[src/rtl/core/mvs_pkg.sv]
package mvs_pkg;

  localparam int ROWS     = 4;
  localparam int COLS     = 1024;
  localparam int KEY_BITS = 32;
  localparam int COL_W    = $clog2(COLS);
  localparam int ENT_W    = 32 + KEY_BITS + 31;

  localparam logic OP_UPDATE = 1'b0;
  localparam logic OP_QUERY  = 1'b1;

  typedef enum logic [2:0] {
    ST_CLEAR,
    ST_IDLE,
    ST_READ,
    ST_EXEC
  } state_t;

  // controller commands to datapath
  typedef struct packed {
    logic clr_en;
    logic [COL_W-1:0] clr_addr;
    logic latch;
    logic rd_en;
    logic exec;
  } cmd_t;

  typedef struct packed {
    logic is_query;
  } stat_t;

endpackage

[src/rtl/core/mvs_ctrl.sv]
module mvs_ctrl import mvs_pkg::*; (
  input  logic  clk,
  input  logic  rst_n,
  input  logic  start,
  output logic  busy,
  output cmd_t  cmd,
  input  stat_t stat
);

  state_t st_r, st_nxt;
  logic [COL_W:0] cnt_r, cnt_nxt;

  // state register
  always_ff @(posedge clk) begin
    if (!rst_n) begin
      st_r  <= ST_CLEAR;
      cnt_r <= '0;
    end else begin
      st_r  <= st_nxt;
      cnt_r <= cnt_nxt;
    end
  end

  // next state and commands
  always_comb begin
    st_nxt = st_r;
    cnt_nxt = cnt_r;
    cmd = '0;
    cmd.clr_addr = cnt_r[COL_W-1:0];
    busy = 1'b1;
    case (st_r)
      ST_CLEAR: begin
        cmd.clr_en = 1'b1;
        cnt_nxt = cnt_r + 1'b1;
        if (cnt_r == (COL_W+1)'(COLS-1)) st_nxt = ST_IDLE;
      end
      ST_IDLE: begin
        busy = 1'b0;
        if (start) begin
          cmd.latch = 1'b1;
          st_nxt = ST_READ;
        end
      end
      ST_READ: begin
        cmd.rd_en = 1'b1;
        st_nxt = ST_EXEC;
      end
      ST_EXEC: begin
        cmd.exec = 1'b1;
        st_nxt = ST_IDLE;
      end
      default: st_nxt = ST_IDLE;
    endcase
  end

  logic unused_q;
  assign unused_q = stat.is_query;

endmodule

[config.mk]
export PLATFORM = sky130hd
export DESIGN_NAME = mvs_ctrl
export DESIGN_NICKNAME = d
export VERILOG_FILES = /design/src/rtl/core/mvs_pkg.sv /design/src/rtl/core/mvs_ctrl.sv
export SDC_FILE = /design/constraint.sdc
export NUM_CORES = 1
export LEC_CHECK = 0
export ABC_AREA = 1
export BUFFER_PORTS_ARGS = -buffer_cell sky130_fd_sc_hd__buf_2
export CAP_MARGIN = 30
export CORE_MARGIN = 5
export CORE_UTILIZATION = 50
export CTS_CLUSTER_DIAMETER = 60
export CTS_CLUSTER_SIZE = 14
export DETAILED_ROUTE_END_ITERATION = 7
export PLACE_DENSITY = 0.78
export SYNTH_ARGS = -nofsm -noshare
export SYNTH_HDL_FRONTEND = slang
export SYNTH_SLANG_ARGS = --single-unit
[constraint.sdc]
create_clock -name clk -period 1.8 [get_ports clk]
set_clock_uncertainty 0.15 [all_clocks]
set_input_delay 0.09 -clock clk [delete_from_list [all_inputs] [get_ports clk]]
set_output_delay 0.09 -clock clk [all_outputs]
set_load 0.01 [all_outputs]
; Yosys cells after proc, flatten, opt, wreduce, memory -nomap -nowiden
; Index checks and enable logic that the tools add are counted.
[totals]
elab_cells = 20
output_inout_bits = 15
register_bits = 14
[classes]
mux = 9
eq_ne = 6
n_reduce_logical = 2
n_addsub = 1
[ops]
columns = op, count
row1 = "11-bit by 1-bit adder with 11-bit output, second input constant", 1
row2 = "11-bit by 10-bit == test with 1-bit output, second input constant", 1
row3 = 3-bit one-hot mux with 3 select lines, 1
row4 = "3-bit by 2-bit == test with 1-bit output, second input constant", 2
row5 = 1-bit two-way mux, 6
row6 = 3-bit two-way mux, 2
row7 = "2-bit inequality test, second input constant", 2
row8 = "3-bit by 1-bit == test with 1-bit output, second input constant", 1
row9 = 3-bit zero test, 1
row10 = 2-bit AND reduction, 1

; Logic depth before layout (Yosys ltp)
; Gate-level depths: netlist of run 1.
[logic_depth]
ltp_word = 3
mapped_depth = 10

; Least setup slack after synthesis of run 1
; No wires, ideal clock.
[synth_timing]
kind = flip-flop to flip-flop
start = register st_r[0]
end = register cnt_r[9]
stages_incl_launch_ff = 10
required_ns = 1.537
path_slack_ns = 0.217
arrival_ns = 1.320
path_buffers = 0
cell_sequence = dfxtp_1 -> inv_1 -> ha_1 -> nand2_2 -> nor2_4 -> nand2_2 -> nor2_4 -> nand2_1 -> o21ai_1 -> nor2_1
[synth_between]
elab_chain_len = 1
[synth_lines]
columns = item, line
row1 = from (decl), mvs_ctrl.sv:10  ; state_t st_r, st_nxt;
row2 = from (signal assigned), mvs_ctrl.sv:19  ; st_r <= st_nxt;
row3 = 3-bit zero test, mvs_ctrl.sv:31  ; case (st_r)
row4 = to (signal assigned), mvs_ctrl.sv:20  ; cnt_r <= cnt_nxt;
row5 = to (decl), mvs_ctrl.sv:11  ; logic [COL_W:0] cnt_r, cnt_nxt;
; Every way passes these cells.
; A chain may end at the register's enable or synchronous reset.

; Worst setup path in the final report of run 1
[layout_timing]
start = register st_r[1]
end = register cnt_r[9]
; Same word-level chain as after synthesis.

==> impl_metrics.csv, run 1 <==
group,metric,value,unit
global_route,grt_max_degree,10,
synth,ys_seq_elements,13,
layout,drive_above_1_share,25.7,%
setup_path,worst_path_max_delay_cell,"dfxtp_1",
timing,tightest_slew,0.237,ns
clock_tree,postCtsResizedCells,0,
setup_path,cpPeakStageDelay,0.35,ns
detailed_routing,drt_wl_total,1370,microns
status,status,"completed",
timing,hold-worst-slack,0.0695,ns
global_route,grt_pass1_wl,2340,microns
timing,period_needed,1.58,ns
detailed_routing,dr.pass1.iters,4,
detailed_routing,drcViolationCount,0,
setup_path,worstPathCellList,"inv_1 -> ha_1 -> nand2_2 -> nor2_4 -> nand2_2 -> nor2_4 -> nand2_1 -> o21ai_1 -> nor2_1",
clock_tree,holdBufCountCts,1,
placed_design,io_buffers,17,
clock_tree,clock-root-buffer,"clkbuf_4",
synth,netlist_area,724,sq um
setup_path,path_class,"flop to flop",
floorplanning,row_count,13,
floorplanning,core-area,0.00133,sq mm
setup_path,path_delay_family,"simple AND/OR/NAND/NOR gates",
synth,synthCells,96,
setup_path,cp-end-kind,"flop",
placed_design,hpwlAfterDp,1010,microns
pwr,leakagePower,0.383,nW
setup_path,path_max_fanout,4,
timing,finalHoldViolCount,0,
setup_path,crit_buf_inv,1,
layout,area_growth,10.0,%
floorplanning,initial_core_util,54.3,%
pwr,power_density,981,mW/mm^2
worst_hold_path,holdCritPathClass,"primary input to flop",
placed_design,place_congestion,0.747,
clock_tree,clkLatencyLatePin,0.28,ns
layout,nFillCells,123,
timing,setup-tns-final,0,ns
global_route,antenna_found_initial,0,
synth,synth_cell_types,19,
setup_path,cp.required,1.83,ns
global_route,grt_usage,14.8,%
setup_path,cp_data_arrival_time,1.60,ns
timing,finalSetupViolCount,0,
clock_tree,path_clk_slew,0.08,ns
timing,drv_slew,0,
pwr,peakVddDrop,573,uV
detailed_routing,vias,617,
synth,syn_avg_cell_area,7.55,sq um
global_route,grt_overflow,0,
timing,max_freq,0.633,GHz
setup_path,critPathLaunchType,"flop",
detailed_routing,antenna_left,0,
detailed_routing,vias_per_cell,4.98,
timing,fin_crit_sh,87.7,%
timing,max-slew-margin-rel,84.1,%
detailed_routing,wl_per_cell,11.0,microns
clock_tree,htreeDepth,1,
clock_tree,ctsLongestPathBuffers,2,
floorplanning,dieArea,0.00231,sq mm
floorplanning,die_y,48.1,microns
layout,nets,119,
floorplanning,die_w,48.1,microns
layout,antenna_cells,0,
synth,synthesis.nets,105,
clock_tree,cts_setup_buffers,0,
synth,yosys_warnings,0,
job,maxCapViolCount,0,
clock_tree,cts_tree,"done",
timing,rsz0062_at_grt,"false",
clock_tree,cts.sinks,13,
clock_tree,numCtsBuffers,3,
detailed_routing,first_iter_violations,10,
floorplanning,ioPinCount,19,
global_route,grt_pass1_vias,574,
synth,synth-seq-area-share,35.9,%
==> per-layer routing <==
layer / track usage [%] / vias to the layer above / share of wire, %
met5: 0 / - / 0
met4: 8.06 / 0 / 0.88
met3: 4.51 / 2 / 5.8
met2: 24.3 / 15 / 47
met1: 16.9 / 276 / 46
li1: - / 324 / -
==> logic make-up after synthesis <==
logic type | synth area share (%)
simple gates | 24.7
flops | 35.9
buf+inv | 17.1
compound gates | 11.2
fa+ha+maj | 8.64
xor+xnor | 2.42
==> registers in the layout (all words and copies together) (netlist names) <==
name / cells
cnt_r: 11
st_r: 2
==> cell usage in the layout, fill, tap and decap left out <==
master	count
a21oi_1	9
a31oi_1	1
buf_2	17
buf_4	1
clkbuf_1	1
clkbuf_4	3
dfxtp_1	13
dlygate4sd3_1	1
ha_1	5
inv_1	13
nand2_1	17
nand2_2	2
nand3_1	4
nand3_2	1
nand4_1	1
nor2_1	7
nor2_2	1
nor2_4	2
nor3_1	1
o21ai_0	4
o21ai_1	2
or2_2	1
xor2_1	2
==> final cells by class <==
type	count	area [sq um]	area share, %
clock buffer	4	26.3	3.30
inverter	13	48.8	6.12
multi-input combinational	60	340	42.7
sequential	13	260	32.7
tap	15	18.8	2.35
timing repair buffer	19	103	12.9
==> where the power goes <==
| part | internal, W | total, W | switching [W] | leakage (nW) |
|---|---|---|---|---|
| registers | 0.000321 | 0.000359 | 0.0000381 | 0.105 |
| logic | 0.0000978 | 0.000234 | 0.000136 | 0.263 |
| clock network | 0.0000859 | 0.000188 | 0.000103 | 0.0150 |
==> metrics by stage <==
| step | area (sq um) | worst slack (ns) | util, % | power [W] | instances |
|---|---|---|---|---|---|
| floorplan | 724 | 0.217 | - | 0.000544 | 96 |
| global placement | 761 | 0.279 | 57.0 | 0.000589 | 119 |
| detailed placement | 761 | 0.239 | 57.0 | 0.000600 | 119 |
| CTS | 797 | 0.228 | 59.8 | 0.000787 | 124 |
| global route | 797 | 0.0970 | 59.8 | 0.000843 | 124 |
| finish | 797 | 0.221 | 59.8 | 0.000782 | 124 |
==> synthesized netlist by cell type <==
cell     instances  area [sq um]
nand2_1         17          63.8
dfxtp_1         13           260
inv_1           13          48.8
buf_4           10          75.1
a21oi_1          9          45.0
nor2_1           7          26.3
ha_1             5          62.6
nand3_1          4          20.0
o21ai_0          4          20.0
nand2_2          2          12.5
nor2_4           2          22.5
o21ai_1          2          10.0
xor2_1           2          17.5
a31oi_1          1          6.26
nand3_2          1          10.0
nand4_1          1          6.26
nor2_2           1          6.26
nor3_1           1          5.00
or2_2            1          6.26
==> path summary, 6_finish.rpt <==
| path | start | end | slack, ns | cells past startpoint |
|---|---|---|---|---|
| hold reg to reg | cnt_r[7] | cnt_r[7] | 0.35 | 2 |
| hold / removal | start | st_r[0] | 0.07 | 5 |
| setup reg to reg | st_r[1] | cnt_r[9] | 0.22 | 9 |
| setup / recovery | st_r[1] | cnt_r[9] | 0.22 | 9 |
==> worst min-delay path: cells and delay by family <==
family	cells	cell delay, ns
AO/OA/AOI/OAI	1	0.05
buffers and inverters	1	0.08
AND/OR/NAND/NOR	3	0.22
(Power assumes the default switching activity.)
==> inputs of run 2 (changes only) <==
ABC_AREA = default   (was 1)
REMOVE_ABC_BUFFERS = 1   (was default)
==> impl_metrics.csv, run 2 <==
group,metric,value,unit
layout,antenna_cells,0,
timing,finalSetupViolCount,0,
placed_design,io_buffers,17,
clock_tree,ctsLongestPathBuffers,2,
timing,tightest_slew,0.356,ns
layout,reg_top3,"cnt_r x11, st_r x2",
pwr,p_int,0.000616,W
layout,final_common_cell,"buf_2",
layout,nFillCells,132,
pwr,swShare,36.8,%
clock_tree,cts.sinks,13,
synth,synthCells,87,
detailed_routing,dr.pass1.iters,4,
placed_design,place_congestion,0.750,
pwr,p_clk_share,18.1,%
floorplanning,die_y,49.3,microns
synth,synthTopCellsByCount,"dfxtp_1 (13), buf_4 (11), a21oi_1 (6)",
floorplanning,dieArea,0.00243,sq mm
pwr,peakVddDrop,773,uV
status,status,"completed",
job,maxCapViolCount,0,
clock_tree,cts_tree,"done",
global_route,grt_usage,12.8,%
pwr,leakagePower,0.365,nW
clock_tree,numCtsBuffers,3,
layout,largest_register_ffs,11,
synth,synth_edf_count,0,
pwr,power_density,1120,mW/mm^2
pwr,power_frac_comb,43.9,%
global_route,grt_pass1_vias,596,
floorplanning,row_count,14,
layout,nets,112,
synth,synth-seq-area-share,33.8,%
timing,max_freq,0.581,GHz
timing,setup-tns-final,0,ns
clock_tree,clkLatencyLatePin,0.27,ns
layout,finish.utilization,58.7,%
detailed_routing,drcViolationCount,0,
setup_path,cp-end-kind,"flop",
timing,period_needed,1.72,ns
timing,drv_slew,0,
pwr,p_sw,0.000358,W
setup_path,path_max_fanout,6,
synth,syn_avg_cell_area,8.86,sq um
clock_tree,htreeDepth,1,
detailed_routing,vias_per_cell,5.64,
synth,yosysTopAreaCell,"dfxtp_1",
worst_hold_path,holdCritPathClass,"primary input to flop",
global_route,grt_overflow,0,
setup_path,cp_data_arrival_time,1.77,ns
global_route,antenna_found_initial,0,
layout,stdcell_count,118,
floorplanning,core-area,0.00149,sq mm
clock_tree,cts_setup_buffers,0,
synth,synth_cell_types,29,
timing,finalHoldViolCount,0,
floorplanning,die_w,49.3,microns
detailed_routing,vias,666,
synth,async_flop_share,0,%
setup_path,cp.required,1.85,ns
global_route,grt_max_degree,13,
layout,drive_above_1_share,28.4,%
synth,synthFlopType,"dfxtp_1",
detailed_routing,antenna_left,0,
clock_tree,clock-root-buffer,"clkbuf_4",
synth,synth_area_leaders,"dfxtp_1 (34%), buf_4 (11%), ha_1 (8.1%)",
synth,yosys_warnings,0,
placed_design,placed_cells,113,
clock_tree,path_clk_slew,0.08,ns
floorplanning,initial_core_util,51.8,%
floorplanning,ioPinCount,19,
timing,fin_crit_sh,95.6,%
global_route,grt_pass1_wl,2550,microns
layout,area_growth,13.3,%
timing,max-slew-margin-rel,76.2,%
synth,synth.top_cell.area_share,33.8,%
detailed_routing,wl_per_cell,13.3,microns
pwr,finalPower,0.000975,W
synth,yosysMostFrequentCell,"dfxtp_1",
setup_path,critPathLaunchType,"flop",
layout,layout_common_cells,"buf_2 (17), dfxtp_1 (13), a21oi_1 (6), buf_4 (6)",
synth,netlist_area,771,sq um
pwr,seq_power_share,38.0,%
synth,ys_seq_elements,13,
setup_path,path_class,"flop to flop",
detailed_routing,drt_wl_total,1570,microns
layout,largest_register,"cnt_r",
placed_design,hpwlAfterDp,1140,microns
detailed_routing,first_iter_violations,14,
run 2: cell types whose count changed in the layout (fill, tap and decap cells not counted), sizes merged, moves of 4 or more:
cell and change:
buf +5, inv -8, nand2 -16, nor2 -5, o21ai -4, o31ai +5, or4 +4
run 2: layer usage:
layer  GRT usage, %  part of all wire [%]
met2           21.9                    53
met4           4.04                  0.64
met1           16.1                    43
met5              0                     0
met3           2.14                   3.6
run 2: power groups by stage:
stage               clock (W)  combinational, W  sequential [W]
floorplan                   0          0.000237        0.000389
global placement            0          0.000400        0.000372
detailed placement          0          0.000413        0.000375
CTS                  0.000190          0.000418        0.000369
global route         0.000204          0.000468        0.000376
finish               0.000177          0.000428        0.000370
run 2: kinds of logic after synthesis:
group                      Yosys count  share of synthesized area (%)
adders and majority gates            5                           8.12
muxes                                2                           2.60
xor gates and xnor gates             4                           4.55
buffers and inverters               18                           14.3
and+or+nand+nor                     28                           22.2
AOI/OAI and AO/OA                   17                           14.4
DFF                                 13                           33.8
run 2: repair_timing:
action                     in CTS  in global routing
hold endpoints to repair        1                  0
setup endpoints to repair       0                  5
resized for setup               0                  2
hold buffers                    1                  0
run 2: final timing paths:
| check | from | to | slack (ns) | depth (start not counted) |
|---|---|---|---|---|
| hold / removal | start | st_r[0] | 0.07 | 3 |
| setup / recovery | st_r[0] | cnt_r[10] | 0.08 | 5 |
| hold reg to reg | cnt_r[10] | cnt_r[10] | 0.34 | 2 |
| setup reg to reg | st_r[0] | cnt_r[10] | 0.08 | 5 |
run 2: layout make-up:
type	count	area [sq um]	area share, %
Clock buffer	4	26.3	3.01
Inverter	5	18.8	2.15
Multi-Input combinational cell	56	408	46.7
Sequential cell	13	260	29.8
Tap cell	16	20.0	2.29
Timing Repair Buffer	24	140	16.0
run 2: through the flow:
stage,area [sq um],setup WS [ns],hold slack (ns)
finish,873,0.0788,0.0674
CTS,866,0.00699,0.0590
floorplan,679,-0.0764,0.0679
detailed placement,830,0.0464,0.212
global route,873,-0.00685,0.105
global placement,830,0.0748,0.205
run 2: worst max-delay path, stage by stage, from the launching register on:
cell and delay [ns]:
dfxtp_1 0.34, inv_1 0.12, ha_2 0.26, nand3_2 0.13, or4_1 0.49, a21oi_1 0.15
